**config.mk**
```make
export PLATFORM = sky130hd
export DESIGN_NAME = arm_position_controller
export DESIGN_NICKNAME = d
export VERILOG_FILES = /design/src/design/apc_pkg.sv /design/src/design/apc_div.sv /design/src/design/arm_position_controller.sv
export SDC_FILE = /design/constraint.sdc
export NUM_CORES = 1
export LEC_CHECK = 0
export ABC_AREA = 1
export BUFFER_PORTS_ARGS = -buffer_cell sky130_fd_sc_hd__buf_4
export CORE_ASPECT_RATIO = 1.4
export CORE_MARGIN = 5
export CORE_UTILIZATION = 45
export CTS_CLUSTER_SIZE = 10
export DETAILED_ROUTE_END_ITERATION = 8
export PLACE_DENSITY = 0.66
export SLEW_MARGIN = 20
export SYNTH_ARGS = -nofsm -noshare
export SYNTH_HDL_FRONTEND = slang
export SYNTH_SLANG_ARGS = --single-unit
```
**constraint.sdc**
```tcl
create_clock -name clk -period 18.65 [get_ports clk]
set_input_delay 2.7975 -clock clk [delete_from_list [all_inputs] [get_ports clk]]
set_output_delay 2.7975 -clock clk [all_outputs]
set_load 0.05 [all_outputs]
```
**src/design/apc_pkg.sv**
```systemverilog
// ----------------------------------------------------------------------------
// Arm position controller package
// Shared widths, constants, mode codes and payload types of the controller.
// ----------------------------------------------------------------------------
`timescale 1ns / 1ps
`default_nettype none

package apc_pkg;

  // Width of a potentiometer reading.
  localparam int PositionBits = 12;
  // Width of a drive speed register.
  localparam int SpeedBits    = 8;
  // Width of the signed drive value.
  localparam int DriveBits    = 9;
  // Width of the divider numerator: speed times distance.
  localparam int DivNumBits   = PositionBits + SpeedBits;

  // The slow-down band is a tenth of the span; the idle band a fortieth,
  // which is the slow-down band divided by four.
  localparam int DecelDiv     = 10;
  localparam int StopShift    = 2;
  localparam int IdleDrive    = 10;

  // A tenth is taken as a multiply by the reciprocal and a shift, exact for
  // spans of up to 16 bits.
  localparam int DecelRecip   = 52429;
  localparam int DecelShift   = 19;

  // Register reset values.
  localparam logic [31:0] LowReset   = 32'd100;
  localparam logic [31:0] HighReset  = 32'd2250;
  localparam logic [31:0] UpReset    = 32'd128;
  localparam logic [31:0] DownReset  = 32'd64;

  // Configuration register indexes.
  typedef enum logic [1:0] {
    REG_LOW_POSITION  = 2'd0,
    REG_HIGH_POSITION = 2'd1,
    REG_UP_SPEED      = 2'd2,
    REG_DOWN_SPEED    = 2'd3
  } reg_index_t;

  // Arm operating modes as reported on the output.
  typedef enum logic [1:0] {
    MODE_STOP = 2'd0,
    MODE_UP   = 2'd1,
    MODE_DOWN = 2'd2,
    MODE_AUTO = 2'd3
  } mode_t;

  // One control tick.
  typedef struct packed {
    logic                    toggle_button;
    logic                    up_button;
    logic                    down_button;
    logic [PositionBits-1:0] arm_position;
  } in_t;

  // One result.
  typedef struct packed {
    logic signed [DriveBits-1:0] arm_drive;
    mode_t                       arm_mode;
  } out_t;

endpackage

`default_nettype wire

```
**src/design/apc_div.sv**
```systemverilog
// ----------------------------------------------------------------------------
// Arm position controller divider
// Restoring shift-subtract divider, one quotient bit per cycle, with a
// programmable number of iterations for left-aligned short numerators.
// ----------------------------------------------------------------------------
`timescale 1ns / 1ps
`default_nettype none

module apc_div #(
  parameter int NUM_W = 20,
  parameter int DEN_W = 12,
  localparam int CNT_W = $clog2(NUM_W + 1)
) (
  input  wire logic             clk,
  input  wire logic             rst,
  input  wire logic             start,
  input  wire logic [NUM_W-1:0] num,
  input  wire logic [DEN_W-1:0] den,
  input  wire logic [CNT_W-1:0] iters,
  output logic                  done,
  output logic [NUM_W-1:0]      quot
);

  logic [NUM_W-1:0] acc;
  logic [DEN_W-1:0] rem;
  logic [CNT_W-1:0] count;
  logic             busy;

  logic [DEN_W:0]   shifted;
  logic [DEN_W:0]   diff;
  logic             fits;

  // One step: bring the next numerator bit into the remainder and try
  // to subtract the divisor.
  always_comb begin
    shifted = {rem, acc[NUM_W-1]};
    diff    = shifted - {1'b0, den};
    fits    = (shifted >= {1'b0, den});
  end

  // Iteration control and datapath registers.
  always_ff @(posedge clk) begin
    if (rst) begin
      busy  <= 1'b0;
      done  <= 1'b0;
      count <= '0;
    end else begin
      done <= 1'b0;
      if (start) begin
        acc   <= num;
        rem   <= '0;
        count <= iters;
        busy  <= 1'b1;
      end else if (busy) begin
        acc   <= {acc[NUM_W-2:0], fits};
        rem   <= fits ? diff[DEN_W-1:0] : shifted[DEN_W-1:0];
        count <= count - 1'b1;
        if (count == CNT_W'(1)) begin
          busy <= 1'b0;
          done <= 1'b1;
        end
      end
    end
  end

  assign quot = acc;

endmodule

`default_nettype wire

```
**src/design/arm_position_controller.sv**
```systemverilog
// Sequence: a manual or stop tick is accepted in S_IDLE and its result is registered
// in S_OUT once the output is free; an automatic tick passes S_SPAN, S_MUL, S_SCALE and
// S_SCALE_WAIT, one pass through the bit-serial divider (speed*dist/decel), then S_OUT.
// Flow: one tick at a time; the next is taken once the result is in the output
// register, which may wait.
// Reset: synchronous, active high; registers return to their defaults, stop.
// ----------------------------------------------------------------------------
// Arm position controller
// Toggle, manual and automatic arm drive with deceleration near the target.
// ----------------------------------------------------------------------------
`timescale 1ns / 1ps
`default_nettype none

module arm_position_controller
  import apc_pkg::*;
(
  input  wire logic                    clk,
  input  wire logic                    rst,
  input  wire logic                    in_valid,
  output logic                         in_ready,
  input  wire in_t                     in_data,
  output logic                         out_valid,
  input  wire logic                    out_ready,
  output out_t                         out_data,
  input  wire logic                    cfg_valid,
  output logic                         cfg_ready,
  input  wire reg_index_t              cfg_index,
  input  wire logic [PositionBits-1:0] cfg_data
);

  localparam int CntBits   = $clog2(DivNumBits + 1);
  localparam int RecipBits = PositionBits + DecelShift;

  typedef enum logic [2:0] {
    S_IDLE,
    S_SPAN,
    S_MUL,
    S_SCALE,
    S_SCALE_WAIT,
    S_OUT
  } state_t;

  state_t state;

  // Configuration registers.
  logic [PositionBits-1:0] low_position;
  logic [PositionBits-1:0] high_position;
  logic [SpeedBits-1:0]    up_speed;
  logic [SpeedBits-1:0]    down_speed;

  // Controller state.
  logic                        toggle_prev;
  mode_t                       mode_reg;
  logic                        target_valid;
  logic [PositionBits-1:0]     target_position;
  logic signed [DriveBits-1:0] drive_reg;

  // Automatic drive working registers.
  logic [PositionBits-1:0] pos;
  logic [PositionBits-1:0] mag;
  logic                    neg;
  logic [SpeedBits-1:0]    speed_mag;
  logic [PositionBits-1:0] decel;
  logic [DivNumBits-1:0]   prod;

  // Combinational helpers.
  logic [PositionBits:0]   mid_sum;
  logic [PositionBits-1:0] mid;
  logic                    toggle_rise;
  logic                    target_valid_next;
  logic [PositionBits-1:0] target_position_next;
  logic [PositionBits:0]   span;
  logic [PositionBits-1:0] span_pos;
  logic [RecipBits-1:0]    decel_prod;
  logic [PositionBits:0]   delta;
  logic [PositionBits:0]   delta_neg;
  logic [PositionBits-1:0] stop_band;
  logic [SpeedBits-1:0]    scaled;
  logic [SpeedBits-1:0]    auto_mag;
  logic                    auto_neg;
  logic                    in_beat;

  // Divider interface.
  logic                  div_start;
  logic [DivNumBits-1:0] div_num;
  logic [PositionBits-1:0] div_den;
  logic [CntBits-1:0]    div_iters;
  logic                  div_done;
  logic [DivNumBits-1:0] div_quot;

  assign in_ready  = (state == S_IDLE);
  assign cfg_ready = 1'b1;
  assign in_beat   = in_valid && in_ready;

  // Toggle handling: aim at the end away from the current position.
  always_comb begin
    mid_sum     = {1'b0, low_position} + {1'b0, high_position};
    mid         = mid_sum[PositionBits:1];
    toggle_rise = in_data.toggle_button && !toggle_prev;
    if (toggle_rise) begin
      target_valid_next    = 1'b1;
      target_position_next = (in_data.arm_position > mid) ? low_position : high_position;
    end else begin
      target_valid_next    = target_valid;
      target_position_next = target_position;
    end
  end

  // Span, distance and the final choice of automatic drive.
  always_comb begin
    span       = {1'b0, high_position} - {1'b0, low_position};
    span_pos   = span[PositionBits] ? '0 : span[PositionBits-1:0];
    decel_prod = RecipBits'(span_pos) * RecipBits'(DecelRecip);
    delta      = {1'b0, target_position} - {1'b0, pos};
    delta_neg  = -delta;
    stop_band  = decel >> StopShift;
    scaled     = div_quot[SpeedBits-1:0];
    if (mag < stop_band) begin
      auto_mag = SpeedBits'(IdleDrive);
      auto_neg = (target_position == low_position);
    end else if (mag < decel) begin
      auto_mag = scaled;
      auto_neg = neg;
    end else begin
      auto_mag = speed_mag;
      auto_neg = neg;
    end
  end

  // The divider serves the speed scaling over the full numerator width.
  assign div_start = (state == S_SCALE);
  assign div_num   = prod;
  assign div_den   = decel;
  assign div_iters = CntBits'(DivNumBits);

  apc_div #(
    .NUM_W (DivNumBits),
    .DEN_W (PositionBits)
  ) u_div (
    .clk   (clk),
    .rst   (rst),
    .start (div_start),
    .num   (div_num),
    .den   (div_den),
    .iters (div_iters),
    .done  (div_done),
    .quot  (div_quot)
  );

  // Configuration writes.
  always_ff @(posedge clk) begin
    if (rst) begin
      low_position  <= LowReset[PositionBits-1:0];
      high_position <= HighReset[PositionBits-1:0];
      up_speed      <= UpReset[SpeedBits-1:0];
      down_speed    <= DownReset[SpeedBits-1:0];
    end else if (cfg_valid && cfg_ready) begin
      case (cfg_index)
        REG_LOW_POSITION:  low_position  <= cfg_data;
        REG_HIGH_POSITION: high_position <= cfg_data;
        REG_UP_SPEED:      up_speed      <= cfg_data[SpeedBits-1:0];
        REG_DOWN_SPEED:    down_speed    <= cfg_data[SpeedBits-1:0];
        default: ;
      endcase
    end
  end

  // Sequencer, controller state and output register.
  always_ff @(posedge clk) begin
    if (rst) begin
      state           <= S_IDLE;
      toggle_prev     <= 1'b0;
      mode_reg        <= MODE_STOP;
      target_valid    <= 1'b0;
      target_position <= '0;
      drive_reg       <= '0;
      out_valid       <= 1'b0;
    end else begin
      if (out_valid && out_ready) begin
        out_valid <= 1'b0;
      end
      case (state)
        S_IDLE: begin
          if (in_beat) begin
            pos             <= in_data.arm_position;
            toggle_prev     <= in_data.toggle_button;
            target_position <= target_position_next;
            target_valid    <= target_valid_next;
            state           <= S_OUT;
            if (in_data.up_button) begin
              if (mode_reg != MODE_UP) begin
                drive_reg    <= DriveBits'(up_speed);
                target_valid <= 1'b0;
                mode_reg     <= MODE_UP;
              end
            end else if (in_data.down_button) begin
              if (mode_reg != MODE_DOWN) begin
                drive_reg    <= -DriveBits'(down_speed);
                target_valid <= 1'b0;
                mode_reg     <= MODE_DOWN;
              end
            end else if (target_valid_next) begin
              mode_reg <= MODE_AUTO;
              state    <= S_SPAN;
            end else if (mode_reg != MODE_STOP) begin
              drive_reg <= '0;
              mode_reg  <= MODE_STOP;
            end
          end
        end
        S_SPAN: begin
          neg       <= delta[PositionBits];
          mag       <= delta[PositionBits] ? delta_neg[PositionBits-1:0]
                                           : delta[PositionBits-1:0];
          speed_mag <= delta[PositionBits] ? down_speed : up_speed;
          decel     <= decel_prod[DecelShift +: PositionBits];
          state     <= S_MUL;
        end
        S_MUL: begin
          prod  <= DivNumBits'(speed_mag) * DivNumBits'(mag);
          state <= S_SCALE;
        end
        S_SCALE: begin
          state <= S_SCALE_WAIT;
        end
        S_SCALE_WAIT: begin
          if (div_done) begin
            drive_reg <= auto_neg ? -DriveBits'(auto_mag) : DriveBits'(auto_mag);
            state     <= S_OUT;
          end
        end
        S_OUT: begin
          if (!out_valid || out_ready) begin
            out_valid          <= 1'b1;
            out_data.arm_drive <= drive_reg;
            out_data.arm_mode  <= mode_reg;
            state              <= S_IDLE;
          end
        end
        default: begin
          state <= S_IDLE;
        end
      endcase
    end
  end

endmodule

`default_nettype wire

```
==> results of run 1 <==
[worst paths after layout]
path                                      start                endpoint  slack (ns)  depth (start not counted)
hold reg to reg       drive_reg[8]$_SDFFE_PP0P_  out_data[10]$_DFFE_PP_        0.44                          0
setup / recovery  high_position[0]$_SDFFE_PP0P_      decel[6]$_DFFE_PP_       11.84                         31
setup reg to reg  high_position[0]$_SDFFE_PP0P_      decel[6]$_DFFE_PP_       11.84                         31
hold / removal        drive_reg[8]$_SDFFE_PP0P_  out_data[10]$_DFFE_PP_        0.44                          0
[worst max-delay path, delay by kind of cell (launching register included)]
family | cells | cell delay (ns)
flops | 1 | 0.37
buf+inv | 5 | 0.36
fa+ha+maj | 8 | 3.43
xor+xnor | 1 | 0.14
simple gates | 6 | 0.53
compound gates | 11 | 1.72
[synthesized netlist by cell type, drive strengths merged (7+ instances only)]
| cell type | instances |
|---|---|
| a21oi | 152 |
| buf | 20 |
| clkbuf | 34 |
| dfxtp | 76 |
| edfxtp | 105 |
| fa | 106 |
| ha | 192 |
| inv | 407 |
| nand2 | 390 |
| nand3 | 59 |
| nand4 | 16 |
| nor2 | 132 |
| nor3 | 17 |
| o211ai | 27 |
| o21ai | 122 |
| o31ai | 7 |
| xnor2 | 25 |
| xor2 | 48 |
[stage by stage]
step | utilization | std cells | hold WS, ns
after floorplan | - | 1991 | 0.403
final | 0.491 | 2483 | 0.444
after detailed placement | 0.475 | 2451 | 0.425
after global routing | 0.491 | 2483 | 0.447
after CTS | 0.491 | 2483 | 0.444
after global placement | 0.475 | 2451 | 0.421
[layout by cell type, fill, tap and decap left out, types with 3 or more instances in the layout]
cell type / count
nor2_4: 3
nand3_1: 59
inv_8: 3
a21oi_2: 4
nor2_1: 120
xor2_1: 48
o21a_1: 4
nand4_1: 16
o21ai_1: 7
a21oi_1: 146
o22ai_1: 3
inv_1: 402
fa_1: 106
edfxtp_1: 105
o211ai_1: 27
nor2_2: 8
or2_2: 5
nand3b_1: 6
o21ai_0: 113
o31ai_1: 7
nor4_1: 3
inv_6: 5
clkbuf_16: 18
xnor2_1: 25
inv_2: 5
dfxtp_1: 76
a31oi_1: 6
nand2_2: 10
ha_1: 192
nand2_1: 377
nor3_1: 16
nand2_4: 3
a211oi_1: 4
o21bai_1: 5
buf_4: 52
[metal layers]
layer / global-route usage / up-vias / share of wire
li1: - / 6408 / -
met5: 0 / - / 0
met3: 0.0235 / 69 / 0.023
met2: 0.354 / 201 / 0.52
met1: 0.227 / 5936 / 0.41
met4: 0.0765 / 0 / 0.038
[cell families after synthesis]
logic type      count (synthesis)  share of synthesized area
fa+ha+maj                     298                      0.279
flops                         181                      0.288
buf+inv                       462                      0.111
compound gates                344                      0.120
xor+xnor                       73                     0.0394
simple gates                  632                      0.163
other cells                     1                   0.000231
[final cells by class]
class,instances,area [µm²]
Inverter,408,1530
Sequential cell,181,4670
Fill cell,3439,18200
Multi-Input combinational cell,1348,9800
Tap cell,462,578
Timing Repair Buffer,52,390
Clock inverter,11,105
Clock buffer,21,472
==> flow_summary.html, run 1 <==
<table>
<tr><th>Metric</th><th>Value</th></tr>
<tr><th colspan="2">Timing</th></tr>
<tr><td>Final number of setup-violating endpoints</td><td>0</td></tr>
<tr><td>Remaining max-slew budget at the tightest pin</td><td>0.352</td></tr>
<tr><td>Final period utilization</td><td>0.365</td></tr>
<tr><td>Worst-Margin Slew</td><td>0.969 ns</td></tr>
<tr><td>Final Worst Setup Slack</td><td>11.84 ns</td></tr>
<tr><td>Worst Clk Skew</td><td>0.0183 ns</td></tr>
<tr><td>Min cycle time layout</td><td>6.81 ns</td></tr>
<tr><td>Final number of max-transition violations</td><td>0</td></tr>
<tr><td>Setup repair after global routing missed its margin</td><td>false</td></tr>
<tr><td>Final hold viol count</td><td>0</td></tr>
<tr><td>Setup tns final</td><td>0 ns</td></tr>
<tr><td>Maximum frequency from static timing analysis</td><td>0.147 GHz</td></tr>
<tr><th colspan="2">CTS</th></tr>
<tr><td>Post-CTS Hold Fix Bufs</td><td>0</td></tr>
<tr><td>Count of buffers added by post-CTS timing repair for setup</td><td>0</td></tr>
<tr><td>Clk buf depth</td><td>2</td></tr>
<tr><td>Worst-path clk slew</td><td>0.08 ns</td></tr>
<tr><td>Root buffer cell</td><td>clkbuf_16</td></tr>
<tr><td>Total number of clock tree sinks</td><td>181</td></tr>
<tr><td>Number of cells upsized or downsized after cts</td><td>0</td></tr>
<tr><td>H-tree depth reported by CTS</td><td>4</td></tr>
<tr><td>CTS tree</td><td>built</td></tr>
<tr><td>Num CTS Buffers</td><td>17</td></tr>
<tr><td>Skew-Pair Late Insertion Delay</td><td>0.46 ns</td></tr>
<tr><th colspan="2">Die</th></tr>
<tr><td>Number of placement rows</td><td>82</td></tr>
<tr><td>Horizontal extent of the die</td><td>171 µm</td></tr>
<tr><td>Effective utilization at floorplan</td><td>0.455</td></tr>
<tr><td>Height of the die</td><td>235 µm</td></tr>
<tr><td>Die area</td><td>0.0400 mm²</td></tr>
<tr><td>Core area</td><td>0.0357 mm²</td></tr>
<tr><td>Top Ports</td><td>48</td></tr>
<tr><th colspan="2">Worst setup path</th></tr>
<tr><td>Worst Path Required</td><td>18.84 ns</td></tr>
<tr><td>Maximum fanout along the worst path</td><td>10</td></tr>
<tr><td>Crit-path max cell delay</td><td>0.58 ns</td></tr>
<tr><td>Crit Path Category</td><td>reg -&gt; reg</td></tr>
<tr><td>Kind of launch point of the worst setup path</td><td>register</td></tr>
<tr><td>Nature of the critical path endpoint</td><td>register</td></tr>
<tr><td>Arrival time at the worst endpoint</td><td>7.00 ns</td></tr>
<tr><td>Max stage delay cell, worst path</td><td>fa_1</td></tr>
<tr><th colspan="2">Detailed routing</th></tr>
<tr><td>Routed vias/inst</td><td>5.08</td></tr>
<tr><td>Antenna Violating Nets Remaining</td><td>0</td></tr>
<tr><td>Detail-routed net length per standard cell</td><td>15.3 µm</td></tr>
<tr><td>Violation count after the first detailed-routing iteration</td><td>535</td></tr>
<tr><td>Via total after detailed routing</td><td>12614</td></tr>
<tr><td>First-pass DRT Iterations</td><td>8</td></tr>
<tr><td>Residual DRC count</td><td>0</td></tr>
<tr><td>Total wirelength of the detailed-routed design</td><td>38100 µm</td></tr>
<tr><th colspan="2">Placement</th></tr>
<tr><td>Worst setup slack after placement</td><td>11.92 ns</td></tr>
<tr><td>DP Wirelength</td><td>30800 µm</td></tr>
<tr><td>Buffers on Ports</td><td>46</td></tr>
<tr><td>Routability congestion estimate from global placement</td><td>0.921</td></tr>
<tr><td>Standard cell area after detailed placement</td><td>0.0170 mm²</td></tr>
<tr><th colspan="2">Layout</th></tr>
<tr><td>Synthesis-to-finish area growth</td><td>8.07%</td></tr>
<tr><td>Area of all placed cells without fillers</td><td>0.0175 mm²</td></tr>
<tr><td>Ant. Diodes</td><td>0</td></tr>
<tr><td>Proportion of layout cells with a drive suffix above 1</td><td>0.0648</td></tr>
<tr><td>Final layout net count</td><td>2340</td></tr>
<tr><th colspan="2">Synthesis</th></tr>
<tr><td>EDFF count, synth</td><td>105</td></tr>
<tr><td>Most used flip-flop cell after synthesis</td><td>edfxtp_1</td></tr>
<tr><td>Number of instances in the synthesized netlist</td><td>1991</td></tr>
<tr><td>Part of the Yosys area used for sequential elements</td><td>0.288</td></tr>
<tr><td>Synth Register Bits</td><td>181</td></tr>
<tr><td>Cell area after technology mapping</td><td>0.0162 mm²</td></tr>
<tr><td>Total nets after synthesis</td><td>2323</td></tr>
<tr><td>Ranking of synthesized cells by area</td><td>edfxtp_1 (19%), ha_1 (15%), fa_1 (13%)</td></tr>
<tr><td>Yosys warnings</td><td>0</td></tr>
<tr><td>Top cell type's share of synthesized area</td><td>0.194</td></tr>
<tr><td>Average size of a mapped cell</td><td>8.16 µm²</td></tr>
<tr><td>Biggest area consumer among synthesized cells</td><td>edfxtp_1</td></tr>
<tr><td>Number of distinct library cells after synthesis</td><td>53</td></tr>
<tr><td>Share of synthesized registers carrying an async set or reset</td><td>0</td></tr>
<tr><th colspan="2">Global route</th></tr>
<tr><td>Largest net degree at the start of global routing</td><td>68</td></tr>
<tr><td>Global-route congestion overflow total</td><td>0</td></tr>
<tr><td>Vias in the first global route</td><td>12842</td></tr>
<tr><td>All-layer global routing usage</td><td>0.194</td></tr>
<tr><td>Initial antenna violation count</td><td>0</td></tr>
<tr><td>Wire length of the first global-routing pass</td><td>63300 µm</td></tr>
<tr><th colspan="2">Run status</th></tr>
<tr><td>Outcome</td><td>finished, final reports clean</td></tr>
<tr><th colspan="2">Worst hold path</th></tr>
<tr><td>Hold/Removal Path Class</td><td>reg -&gt; reg</td></tr>
<tr><th colspan="2">Run</th></tr>
<tr><td>Number of max-cap violations</td><td>0</td></tr>
</table>
Power of run 1 is left out: the tool's default activity adds up to more than one toggle a clock period on the data nets, which glitch-free logic cannot reach.
==> run 2, diff against run 1 <==
--- a/config.mk
+++ b/config.mk
@@ -5,14 +5,14 @@
 export SDC_FILE = /design/constraint.sdc
 export NUM_CORES = 1
 export LEC_CHECK = 0
-export ABC_AREA = 1
+export ABC_AREA = 0
 export BUFFER_PORTS_ARGS = -buffer_cell sky130_fd_sc_hd__buf_4
 export CORE_ASPECT_RATIO = 1.4
 export CORE_MARGIN = 5
 export CORE_UTILIZATION = 45
 export CTS_CLUSTER_SIZE = 10
 export DETAILED_ROUTE_END_ITERATION = 8
-export PLACE_DENSITY = 0.66
+export PLACE_DENSITY = 0.68
 export SLEW_MARGIN = 20
 export SYNTH_ARGS = -nofsm -noshare
 export SYNTH_HDL_FRONTEND = slang
==> constraint.sdc (replaced) <==
create_clock -name clk -period 5.6 [get_ports clk]
set_input_delay 0.84 -clock clk [delete_from_list [all_inputs] [get_ports clk]]
set_output_delay 0.84 -clock clk [all_outputs]
set_load 0.05 [all_outputs]
==> run 2 against run 1 <==
Synthesized area fell by 2.0%. Largest cell class unchanged. The flow now finishes with violations (negative setup slack). Sequential cell count unchanged. Via count is 0.22% higher. First-iteration DRC count up 17%. Core utilization is 4.4 points higher.
==> flow_summary.html, run 2 <==
<table>
<tr><th>Metric</th><th>Value</th></tr>
<tr><th colspan="2">Run status</th></tr>
<tr><td>Outcome</td><td>finished with violations (was finished, final reports clean)</td></tr>
<tr><td>Violations in the final reports</td><td>negative setup slack</td></tr>
<tr><th colspan="2">Detailed routing</th></tr>
<tr><td>Total wirelength of the detailed-routed design</td><td>40500 µm (was 38100 µm)</td></tr>
<tr><td>Via total after detailed routing</td><td>12642 (was 12614)</td></tr>
<tr><td>Detail-routed net length per standard cell</td><td>17.3 µm (was 15.3 µm)</td></tr>
<tr><td>Routed vias/inst</td><td>5.41 (was 5.08)</td></tr>
<tr><td>First-pass DRT Iterations</td><td>7 (was 8)</td></tr>
<tr><td>Violation count after the first detailed-routing iteration</td><td>626 (was 535)</td></tr>
<tr><td>Residual DRC count</td><td>0 (unchanged)</td></tr>
<tr><td>Antenna Violating Nets Remaining</td><td>0 (unchanged)</td></tr>
<tr><th colspan="2">Synthesis</th></tr>
<tr><td>Part of the Yosys area used for sequential elements</td><td>0.294 (was 0.288)</td></tr>
<tr><td>Simple-Gate Fraction of Synth Area</td><td>0.162 (was 0.163)</td></tr>
<tr><td>Top cell type's share of synthesized area</td><td>0.198 (was 0.194)</td></tr>
<tr><td>Average size of a mapped cell</td><td>9.30 µm² (was 8.16 µm²)</td></tr>
<tr><td>Most used flip-flop cell after synthesis</td><td>edfxtp_1 (unchanged)</td></tr>
<tr><td>Number of distinct library cells after synthesis</td><td>78 (was 53)</td></tr>
<tr><td>Total nets after synthesis</td><td>2042 (was 2323)</td></tr>
<tr><td>Adder-cell area share of the yosys netlist</td><td>0.284 (was 0.279)</td></tr>
<tr><td>Number of instances in the synthesized netlist</td><td>1710 (was 1991)</td></tr>
<tr><td>Commonest cells in the netlist</td><td>inv_1 (228), nand2_1 (224), ha_1 (192) (was inv_1 (402), nand2_1 (377), ha_1 (192))</td></tr>
<tr><td>Share of synthesized registers carrying an async set or reset</td><td>0 (unchanged)</td></tr>
<tr><td>Yosys warnings</td><td>0 (unchanged)</td></tr>
<tr><td>Synth Register Bits</td><td>181 (unchanged)</td></tr>
<tr><td>Mux contribution to synthesized area</td><td>0.0249 (was 0)</td></tr>
<tr><td>Cell area after technology mapping</td><td>0.0159 mm² (was 0.0162 mm²)</td></tr>
<tr><td>EDFF count, synth</td><td>105 (unchanged)</td></tr>
<tr><td>Xor/xnor cell area share of the yosys netlist</td><td>0.0512 (was 0.0394)</td></tr>
<tr><td>Ranking of synthesized cells by area</td><td>edfxtp_1 (20%), ha_1 (15%), fa_1 (13%) (was edfxtp_1 (19%), ha_1 (15%), fa_1 (13%))</td></tr>
<tr><td>Biggest area consumer among synthesized cells</td><td>edfxtp_1 (unchanged)</td></tr>
<tr><td>Most used standard cell by instance count after synthesis</td><td>inv_1 (unchanged)</td></tr>
<tr><td>Combinational family with the most area after synthesis</td><td>adder cells (unchanged)</td></tr>
<tr><td>Complex-gate fraction of the synthesized area</td><td>0.112 (was 0.120)</td></tr>
<tr><th colspan="2">Global route</th></tr>
<tr><td>Vias in the first global route</td><td>13042 (was 12842)</td></tr>
<tr><td>All-layer global routing usage</td><td>0.210 (was 0.194)</td></tr>
<tr><td>Initial antenna violation count</td><td>0 (unchanged)</td></tr>
<tr><td>Largest net degree at the start of global routing</td><td>70 (was 68)</td></tr>
<tr><td>Global-route congestion overflow total</td><td>0 (unchanged)</td></tr>
<tr><td>Wire length of the first global-routing pass</td><td>65700 µm (was 63300 µm)</td></tr>
<tr><th colspan="2">Timing</th></tr>
<tr><td>Final number of setup-violating endpoints</td><td>9 (was 0)</td></tr>
<tr><td>Minimum hold slack</td><td>0.445 ns (was 0.444 ns)</td></tr>
<tr><td>Worst-Margin Slew</td><td>0.941 ns (was 0.969 ns)</td></tr>
<tr><td>Final hold viol count</td><td>0 (unchanged)</td></tr>
<tr><td>Setup tns final</td><td>-7.07 ns (was 0 ns)</td></tr>
<tr><td>Remaining max-slew budget at the tightest pin</td><td>0.370 (was 0.352)</td></tr>
<tr><td>Maximum frequency from static timing analysis</td><td>0.155 GHz (was 0.147 GHz)</td></tr>
<tr><td>Final Worst Setup Slack</td><td>-0.872 ns (was 11.84 ns)</td></tr>
<tr><td>Final number of max-transition violations</td><td>0 (unchanged)</td></tr>
<tr><td>Setup repair after global routing missed its margin</td><td>true (was false)</td></tr>
<tr><td>Worst Clk Skew</td><td>0.0221 ns (was 0.0183 ns)</td></tr>
<tr><td>Min cycle time layout</td><td>6.47 ns (was 6.81 ns)</td></tr>
<tr><td>Final period utilization</td><td>1.16 (was 0.365)</td></tr>
<tr><th colspan="2">Layout</th></tr>
<tr><td>Most common cell after layout, fill and taps aside</td><td>nand2_1 (was inv_1)</td></tr>
<tr><td>Proportion of layout cells with a drive suffix above 1</td><td>0.180 (was 0.0648)</td></tr>
<tr><td>Area of all placed cells without fillers</td><td>0.0187 mm² (was 0.0175 mm²)</td></tr>
<tr><td>Synthesis-to-finish area growth</td><td>17.6% (was 8.07%)</td></tr>
<tr><td>Most frequent cells in the layout</td><td>nand2_1 (224), inv_1 (212), buf_4 (191), ha_1 (178), edfxtp_1 (105) (was inv_1 (402), nand2_1 (377), ha_1 (192), a21oi_1 (146), nor2_1 (120))</td></tr>
<tr><td>Final layout net count</td><td>2199 (was 2340)</td></tr>
<tr><td>Utilization after layout</td><td>0.535 (was 0.491)</td></tr>
<tr><td>Ant. Diodes</td><td>0 (unchanged)</td></tr>
<tr><td>Filler cell count</td><td>3102 (was 3439)</td></tr>
<tr><th colspan="2">Pwr</th></tr>
<tr><td>Power share of the clock group</td><td>0.129</td></tr>
<tr><td>Internal power component</td><td>5.46 mW</td></tr>
<tr><td>Share of power burned in combinational logic</td><td>0.677</td></tr>
<tr><td>Max IR drop VDD</td><td>420 µV</td></tr>
<tr><td>Switching portion of total power</td><td>0.425</td></tr>
<tr><td>P per Cell Area</td><td>508 mW/mm²</td></tr>
<tr><td>Net switching power figure</td><td>4.05 mW</td></tr>
<tr><td>Lkg Pwr</td><td>8.47 nW</td></tr>
<tr><td>Seq pwr share</td><td>0.194</td></tr>
<tr><th colspan="2">Worst setup path</th></tr>
<tr><td>Kind of launch point of the worst setup path</td><td>register (unchanged)</td></tr>
<tr><td>Arrival time at the worst endpoint</td><td>6.66 ns (was 7.00 ns)</td></tr>
<tr><td>Max stage delay cell, worst path</td><td>fa_2 (was fa_1)</td></tr>
<tr><td>Crit-path max cell delay</td><td>0.57 ns (was 0.58 ns)</td></tr>
<tr><td>Worst Path Required</td><td>5.79 ns (was 18.84 ns)</td></tr>
<tr><td>Slack of the worst reg-to-reg path</td><td>-0.87 ns (was 11.84 ns)</td></tr>
<tr><td>Maximum fanout along the worst path</td><td>5 (was 10)</td></tr>
<tr><td>Crit Path Category</td><td>reg -&gt; reg (unchanged)</td></tr>
<tr><td>Nature of the critical path endpoint</td><td>register (unchanged)</td></tr>
<tr><th colspan="2">CTS</th></tr>
<tr><td>Total number of clock tree sinks</td><td>181 (unchanged)</td></tr>
<tr><td>Clk buf depth</td><td>2 (unchanged)</td></tr>
<tr><td>Skew-Pair Late Insertion Delay</td><td>0.46 ns (about the same)</td></tr>
<tr><td>CTS tree</td><td>built (unchanged)</td></tr>
<tr><td>Num CTS Buffers</td><td>17 (unchanged)</td></tr>
<tr><td>Root buffer cell</td><td>clkbuf_16 (unchanged)</td></tr>
<tr><td>H-tree depth reported by CTS</td><td>4 (unchanged)</td></tr>
<tr><td>Worst-path clk slew</td><td>0.08 ns (about the same)</td></tr>
<tr><th colspan="2">Placement</th></tr>
<tr><td>Routability congestion estimate from global placement</td><td>0.908 (was 0.921)</td></tr>
<tr><td>Standard cell area after detailed placement</td><td>0.0177 mm² (was 0.0170 mm²)</td></tr>
<tr><td>DP Wirelength</td><td>32400 µm (was 30800 µm)</td></tr>
<tr><td>Buffers on Ports</td><td>46 (unchanged)</td></tr>
<tr><th colspan="2">Worst hold path</th></tr>
<tr><td>Hold/Removal Path Class</td><td>reg -&gt; reg (unchanged)</td></tr>
<tr><th colspan="2">Die</th></tr>
<tr><td>Number of placement rows</td><td>81 (was 82)</td></tr>
<tr><td>Die area</td><td>0.0393 mm² (was 0.0400 mm²)</td></tr>
<tr><td>Horizontal extent of the die</td><td>169 µm (was 171 µm)</td></tr>
<tr><td>Top Ports</td><td>48 (unchanged)</td></tr>
<tr><td>Effective utilization at floorplan</td><td>0.455 (about the same)</td></tr>
<tr><td>Height of the die</td><td>232 µm (was 235 µm)</td></tr>
<tr><td>Core area</td><td>0.0350 mm² (was 0.0357 mm²)</td></tr>
<tr><th colspan="2">Run</th></tr>
<tr><td>Number of max-cap violations</td><td>0 (unchanged)</td></tr>
</table>
## run 2: changes by cell type in the layout (fill, tap and decap cells not counted), sizes merged, moves of 33 or more
cell	before	now
xnor2	25	60
and2	2	64
o21ai	122	41
a21oi	152	90
nand2	390	224
buf	52	195
inv	416	234
nand3	59	26
## run 2: logic make-up after synthesis
| kind of cell | after synthesis |
|---|---|
| AND/OR/NAND/NOR | 549 |
| adder cells (fa/ha/maj) | 298 |
| buffers and inverters | 286 |
| AO/OA/AOI/OAI | 265 |
| flip-flops | 181 |
| XOR/XNOR | 93 |
| multiplexers | 37 |
| other | 1 |
## run 2: layer usage
metal | vias up | global-route usage | share of wire
met4 | 0 | 0.0995 | 0.049
met5 | - | 0 | 0
met2 | 321 | 0.388 | 0.53
li1 | 6084 | - | -
met1 | 6142 | 0.236 | 0.38
met3 | 95 | 0.0272 | 0.036
## run 2: cell type report
class / count / area, µm² / area share
Multi-Input combinational cell: 1244 / 10500 / 0.562
Sequential cell: 181 / 4680 / 0.250
Timing Repair Buffer: 195 / 1480 / 0.0790
Inverter: 228 / 861 / 0.0460
Tap cell: 456 / 571 / 0.0305
Clock buffer: 17 / 425 / 0.0227
Clock inverter: 15 / 183 / 0.00976
## run 2: path summary, 6_finish.rpt
kind,to,depth (start not counted),start
hold / removal,out_data[7]$_DFFE_PP_,0,drive_reg[5]$_SDFFE_PP0P_
setup reg to reg,decel[1]$_DFFE_PP_,28,high_position[0]$_SDFFE_PP0P_
setup / recovery,decel[1]$_DFFE_PP_,28,high_position[0]$_SDFFE_PP0P_
hold reg to reg,out_data[7]$_DFFE_PP_,0,drive_reg[5]$_SDFFE_PP0P_
## run 2: repair_timing
item,in CTS,in global routing
pin swaps,49,41
hold buffers,0,0
resized for setup,30,22
gates cloned,1,0
setup buffers,11,9
endpoints found under the setup margin,9,9
## run 2: power by group through the flow
stage	Clock, mW	Sequential [mW]	Combinational, mW
floorplan	0	1.82	4.25
global placement	0	1.87	5.70
detailed placement	0	1.87	5.94
CTS	1.25	1.84	6.23
global route	1.30	1.85	7.29
finish	1.22	1.84	6.44
## run 2: per-stage QoR
step           std cells  power (mW)  worst slack, ns
6_report            2336        9.51           -0.872
4_1_cts             2327        9.33           -0.890
3_5_place_dp        2285        7.81            -1.32
2_1_floorplan       1710        6.08           -0.485
5_1_grt             2336        10.4            -1.10
3_3_place_gp        2285        7.56            -1.19
## run 2: critical path, delay by kind of cell, from the launching register on
family                   cells  cell delay [ns]
flip-flops                   1             0.32
XOR/XNOR                     1             0.08
AO/OA/AOI/OAI               12             2.33
adder cells (fa/ha/maj)      8             2.80
buffers and inverters        5             0.41
AND/OR/NAND/NOR              2             0.27
(Power assumes the default switching activity.)
==> run 3, diff against run 2 <==
--- a/config.mk
+++ b/config.mk
@@ -10,9 +10,11 @@
 export CORE_ASPECT_RATIO = 1.4
 export CORE_MARGIN = 5
 export CORE_UTILIZATION = 45
+export CTS_CLUSTER_DIAMETER = 150
 export CTS_CLUSTER_SIZE = 10
 export DETAILED_ROUTE_END_ITERATION = 8
-export PLACE_DENSITY = 0.68
+export PLACE_DENSITY = 0.66
+export RECOVER_POWER = 50
 export SLEW_MARGIN = 20
 export SYNTH_ARGS = -nofsm -noshare
 export SYNTH_HDL_FRONTEND = slang
==> constraint.sdc (replaced) <==
create_clock -name clk -period 6.5 [get_ports clk]
set_input_delay 0.975 -clock clk [delete_from_list [all_inputs] [get_ports clk]]
set_output_delay 0.975 -clock clk [all_outputs]
set_load 0.05 [all_outputs]
==> run 3 against run 2 <==
The flow finishes with violations (max-capacitance violations, max-slew violations). Setup slack better by 0.91 ns. Register-to-register slack gained 0.91 ns. Clock-buffer cell count up 1. Sequential power fell by 13%. Maximum frequency up 0.13%. Critical path depth stayed put. Critical endpoint unchanged. Largest power group unchanged. Highest routed layer unchanged.
==> flow_summary.html, run 3 (same netlist as run 2, synthesis figures left out) <==
<table>
<tr><th>Metric</th><th>Value</th></tr>
<tr><th colspan="2">Timing</th></tr>
<tr><td>Maximum frequency from static timing analysis</td><td>0.155 GHz (about the same)</td></tr>
<tr><td>Setup tns final</td><td>0 ns (was -7.07 ns)</td></tr>
<tr><td>Worst-Margin Slew</td><td>3.22 ns (was 0.941 ns)</td></tr>
<tr><td>Remaining max-slew budget at the tightest pin</td><td>-1.15 (was 0.370)</td></tr>
<tr><td>Final number of setup-violating endpoints</td><td>0 (was 9)</td></tr>
<tr><td>Final hold viol count</td><td>0 (unchanged)</td></tr>
<tr><td>Setup repair after global routing missed its margin</td><td>true (unchanged)</td></tr>
<tr><td>Final period utilization</td><td>0.994 (was 1.16)</td></tr>
<tr><td>Final number of max-transition violations</td><td>138 (was 0)</td></tr>
<tr><td>Min cycle time layout</td><td>6.46 ns (was 6.47 ns)</td></tr>
<tr><td>Final Worst Setup Slack</td><td>0.0363 ns (was -0.872 ns)</td></tr>
<tr><td>Worst Clk Skew</td><td>0.0143 ns (was 0.0221 ns)</td></tr>
<tr><th colspan="2">Worst setup path</th></tr>
<tr><td>Nature of the critical path endpoint</td><td>register (unchanged)</td></tr>
<tr><td>Kind of launch point of the worst setup path</td><td>register (unchanged)</td></tr>
<tr><td>Most used cell, CP</td><td>fa_1</td></tr>
<tr><td>Arrival time at the worst endpoint</td><td>6.66 ns (about the same)</td></tr>
<tr><td>Worst Path Required</td><td>6.70 ns (was 5.79 ns)</td></tr>
<tr><td>Crit Path Category</td><td>reg -&gt; reg (unchanged)</td></tr>
<tr><td>Max stage delay cell, worst path</td><td>fa_1 (was fa_2)</td></tr>
<tr><td>Maximum fanout along the worst path</td><td>6 (was 5)</td></tr>
<tr><td>Crit-path max cell delay</td><td>0.52 ns (was 0.57 ns)</td></tr>
<tr><th colspan="2">CTS</th></tr>
<tr><td>Root buffer cell</td><td>clkbuf_16 (unchanged)</td></tr>
<tr><td>CTS tree</td><td>built (unchanged)</td></tr>
<tr><td>Worst-path clk slew</td><td>0.07 ns (was 0.08 ns)</td></tr>
<tr><td>Post-CTS Hold Fix Bufs</td><td>0 (unchanged)</td></tr>
<tr><td>H-tree depth reported by CTS</td><td>4 (unchanged)</td></tr>
<tr><td>Clk buf depth</td><td>2 (unchanged)</td></tr>
<tr><td>Num CTS Buffers</td><td>17 (unchanged)</td></tr>
<tr><td>Total number of clock tree sinks</td><td>181 (unchanged)</td></tr>
<tr><td>Skew-Pair Late Insertion Delay</td><td>0.45 ns (was 0.46 ns)</td></tr>
<tr><th colspan="2">Global route</th></tr>
<tr><td>Initial antenna violation count</td><td>0 (unchanged)</td></tr>
<tr><td>All-layer global routing usage</td><td>0.202 (was 0.210)</td></tr>
<tr><td>Global-route congestion overflow total</td><td>0 (unchanged)</td></tr>
<tr><td>Vias in the first global route</td><td>12836 (was 13042)</td></tr>
<tr><td>Largest net degree at the start of global routing</td><td>70 (unchanged)</td></tr>
<tr><td>Wire length of the first global-routing pass</td><td>63700 µm (was 65700 µm)</td></tr>
<tr><th colspan="2">Placement</th></tr>
<tr><td>DP Wirelength</td><td>31200 µm (was 32400 µm)</td></tr>
<tr><td>Routability congestion estimate from global placement</td><td>0.901 (was 0.908)</td></tr>
<tr><td>Worst setup slack after placement</td><td>-0.416 ns (was -1.32 ns)</td></tr>
<tr><td>Standard cell area after detailed placement</td><td>0.0172 mm² (was 0.0177 mm²)</td></tr>
<tr><td>Inst Count DP</td><td>2229 (was 2285)</td></tr>
<tr><td>Buffers on Ports</td><td>46 (unchanged)</td></tr>
<tr><th colspan="2">Die</th></tr>
<tr><td>Height of the die</td><td>232 µm (unchanged)</td></tr>
<tr><td>Core area</td><td>0.0350 mm² (unchanged)</td></tr>
<tr><td>Number of placement rows</td><td>81 (unchanged)</td></tr>
<tr><td>Top Ports</td><td>48 (unchanged)</td></tr>
<tr><td>Die area</td><td>0.0393 mm² (unchanged)</td></tr>
<tr><td>Horizontal extent of the die</td><td>169 µm (unchanged)</td></tr>
<tr><td>Effective utilization at floorplan</td><td>0.455 (unchanged)</td></tr>
<tr><th colspan="2">Layout</th></tr>
<tr><td>Most common cell after layout, fill and taps aside</td><td>nand2_1 (unchanged)</td></tr>
<tr><td>Synthesis-to-finish area growth</td><td>13.2% (was 17.6%)</td></tr>
<tr><td>Final layout net count</td><td>2134 (was 2199)</td></tr>
<tr><td>Filler cell count</td><td>3191 (was 3102)</td></tr>
<tr><td>Most frequent cells in the layout</td><td>nand2_1 (224), inv_1 (222), ha_1 (184), buf_4 (114), edfxtp_1 (105) (was nand2_1 (224), inv_1 (212), buf_4 (191), ha_1 (178), edfxtp_1 (105))</td></tr>
<tr><td>Area of all placed cells without fillers</td><td>0.0180 mm² (was 0.0187 mm²)</td></tr>
<tr><td>Proportion of layout cells with a drive suffix above 1</td><td>0.129 (was 0.180)</td></tr>
<tr><td>Sequential Area</td><td>0.00468 mm² (about the same)</td></tr>
<tr><td>Filler-free cell count of the finished design</td><td>2271 (was 2336)</td></tr>
<tr><td>Area taken by multi-input logic gates</td><td>0.0104 mm² (was 0.0105 mm²)</td></tr>
<tr><td>Ant. Diodes</td><td>0 (unchanged)</td></tr>
<tr><th colspan="2">Run status</th></tr>
<tr><td>Outcome</td><td>finished with violations (unchanged)</td></tr>
<tr><td>Violations in the final reports</td><td>max-capacitance violations, max-slew violations (was negative setup slack)</td></tr>
<tr><th colspan="2">Detailed routing</th></tr>
<tr><td>First-pass DRT Iterations</td><td>5 (was 7)</td></tr>
<tr><td>Detail-routed net length per standard cell</td><td>17.1 µm (was 17.3 µm)</td></tr>
<tr><td>Total wirelength of the detailed-routed design</td><td>38900 µm (was 40500 µm)</td></tr>
<tr><td>Residual DRC count</td><td>0 (unchanged)</td></tr>
<tr><td>Violation count after the first detailed-routing iteration</td><td>445 (was 626)</td></tr>
<tr><td>Via total after detailed routing</td><td>12146 (was 12642)</td></tr>
<tr><td>Antenna Violating Nets Remaining</td><td>0 (unchanged)</td></tr>
<tr><td>Routed vias/inst</td><td>5.35 (was 5.41)</td></tr>
<tr><th colspan="2">Pwr</th></tr>
<tr><td>Lkg Pwr</td><td>8.11 nW (was 8.47 nW)</td></tr>
<tr><td>Max IR drop VDD</td><td>390 µV (was 420 µV)</td></tr>
<tr><td>Power, Total</td><td>7.78 mW (was 9.51 mW)</td></tr>
<tr><td>P per Cell Area</td><td>432 mW/mm² (was 508 mW/mm²)</td></tr>
<tr><th colspan="2">Worst hold path</th></tr>
<tr><td>Hold/Removal Path Class</td><td>reg -&gt; reg (unchanged)</td></tr>
<tr><th colspan="2">Run</th></tr>
<tr><td>Number of max-cap violations</td><td>3 (was 0)</td></tr>
</table>
run 3: changes by cell type in the layout (fill, tap and decap cells not counted), moves of 6 or more:
cell and delta:
ha_4 -6, inv_2 -8, ha_1 +6, inv_1 +10, buf_4 -77, clkbuf_1 +14
run 3: cell type report:
class | count | share of cell area
clock inverter | 14 | 0.00924
inverter | 228 | 0.0475
clock buffer | 18 | 0.0238
timing repair buffer | 131 | 0.0521
tap | 456 | 0.0317
multi-input combinational | 1243 | 0.576
sequential | 181 | 0.260
run 3: power breakdown:
group / total [mW] / switching (mW) / internal [mW] / leakage [nW]
combinational: 5.13 / 2.75 / 2.38 / 6.24
clock: 1.06 / 0.482 / 0.579 / 0.294
sequential: 1.60 / 0.105 / 1.49 / 1.58
total: 7.78 / 3.34 / 4.45 / 8.11
run 3: worst paths after layout:
kind | end | cells after the start | from | slack, ns
max | decel[1]$_DFFE_PP_ | 28 | high_position[0]$_SDFFE_PP0P_ | 0.04
min | toggle_prev$_SDFFE_PP0P_ | 2 | toggle_prev$_SDFFE_PP0P_ | 0.45
min reg2reg | toggle_prev$_SDFFE_PP0P_ | 2 | toggle_prev$_SDFFE_PP0P_ | 0.45
max reg2reg | decel[1]$_DFFE_PP_ | 28 | high_position[0]$_SDFFE_PP0P_ | 0.04
run 3: worst max-delay path, delay by kind of cell (launching register included):
kind	cells	cell delay (ns)
flip-flops	1	0.34
buffers and inverters	5	0.32
AND/OR/NAND/NOR	2	0.28
adder cells (fa/ha/maj)	8	3.03
XOR/XNOR	1	0.07
AO/OA/AOI/OAI	12	2.18
run 3: layer usage:
layer | vias to the layer above | share of wire | global-route usage
met1 | 5861 | 0.39 | 0.225
li1 | 5953 | - | -
met2 | 248 | 0.53 | 0.372
met5 | - | 0 | 0
met4 | 0 | 0.051 | 0.105
met3 | 84 | 0.029 | 0.0269
run 3: stage by stage:
| stage | utilization | hold slack [ns] |
|---|---|---|
| after floorplan | - | 0.403 |
| final | 0.515 | 0.452 |
| after CTS | 0.510 | 0.454 |
| after detailed placement | 0.490 | 0.439 |
| after global routing | 0.515 | 0.475 |
| after global placement | 0.490 | 0.433 |
run 3: repair_timing:
action                                  CTS  global route
endpoints found under the setup margin    9             9
pin swaps                                23            45
buffers inserted                          3             8
gates resized for setup                  18            36
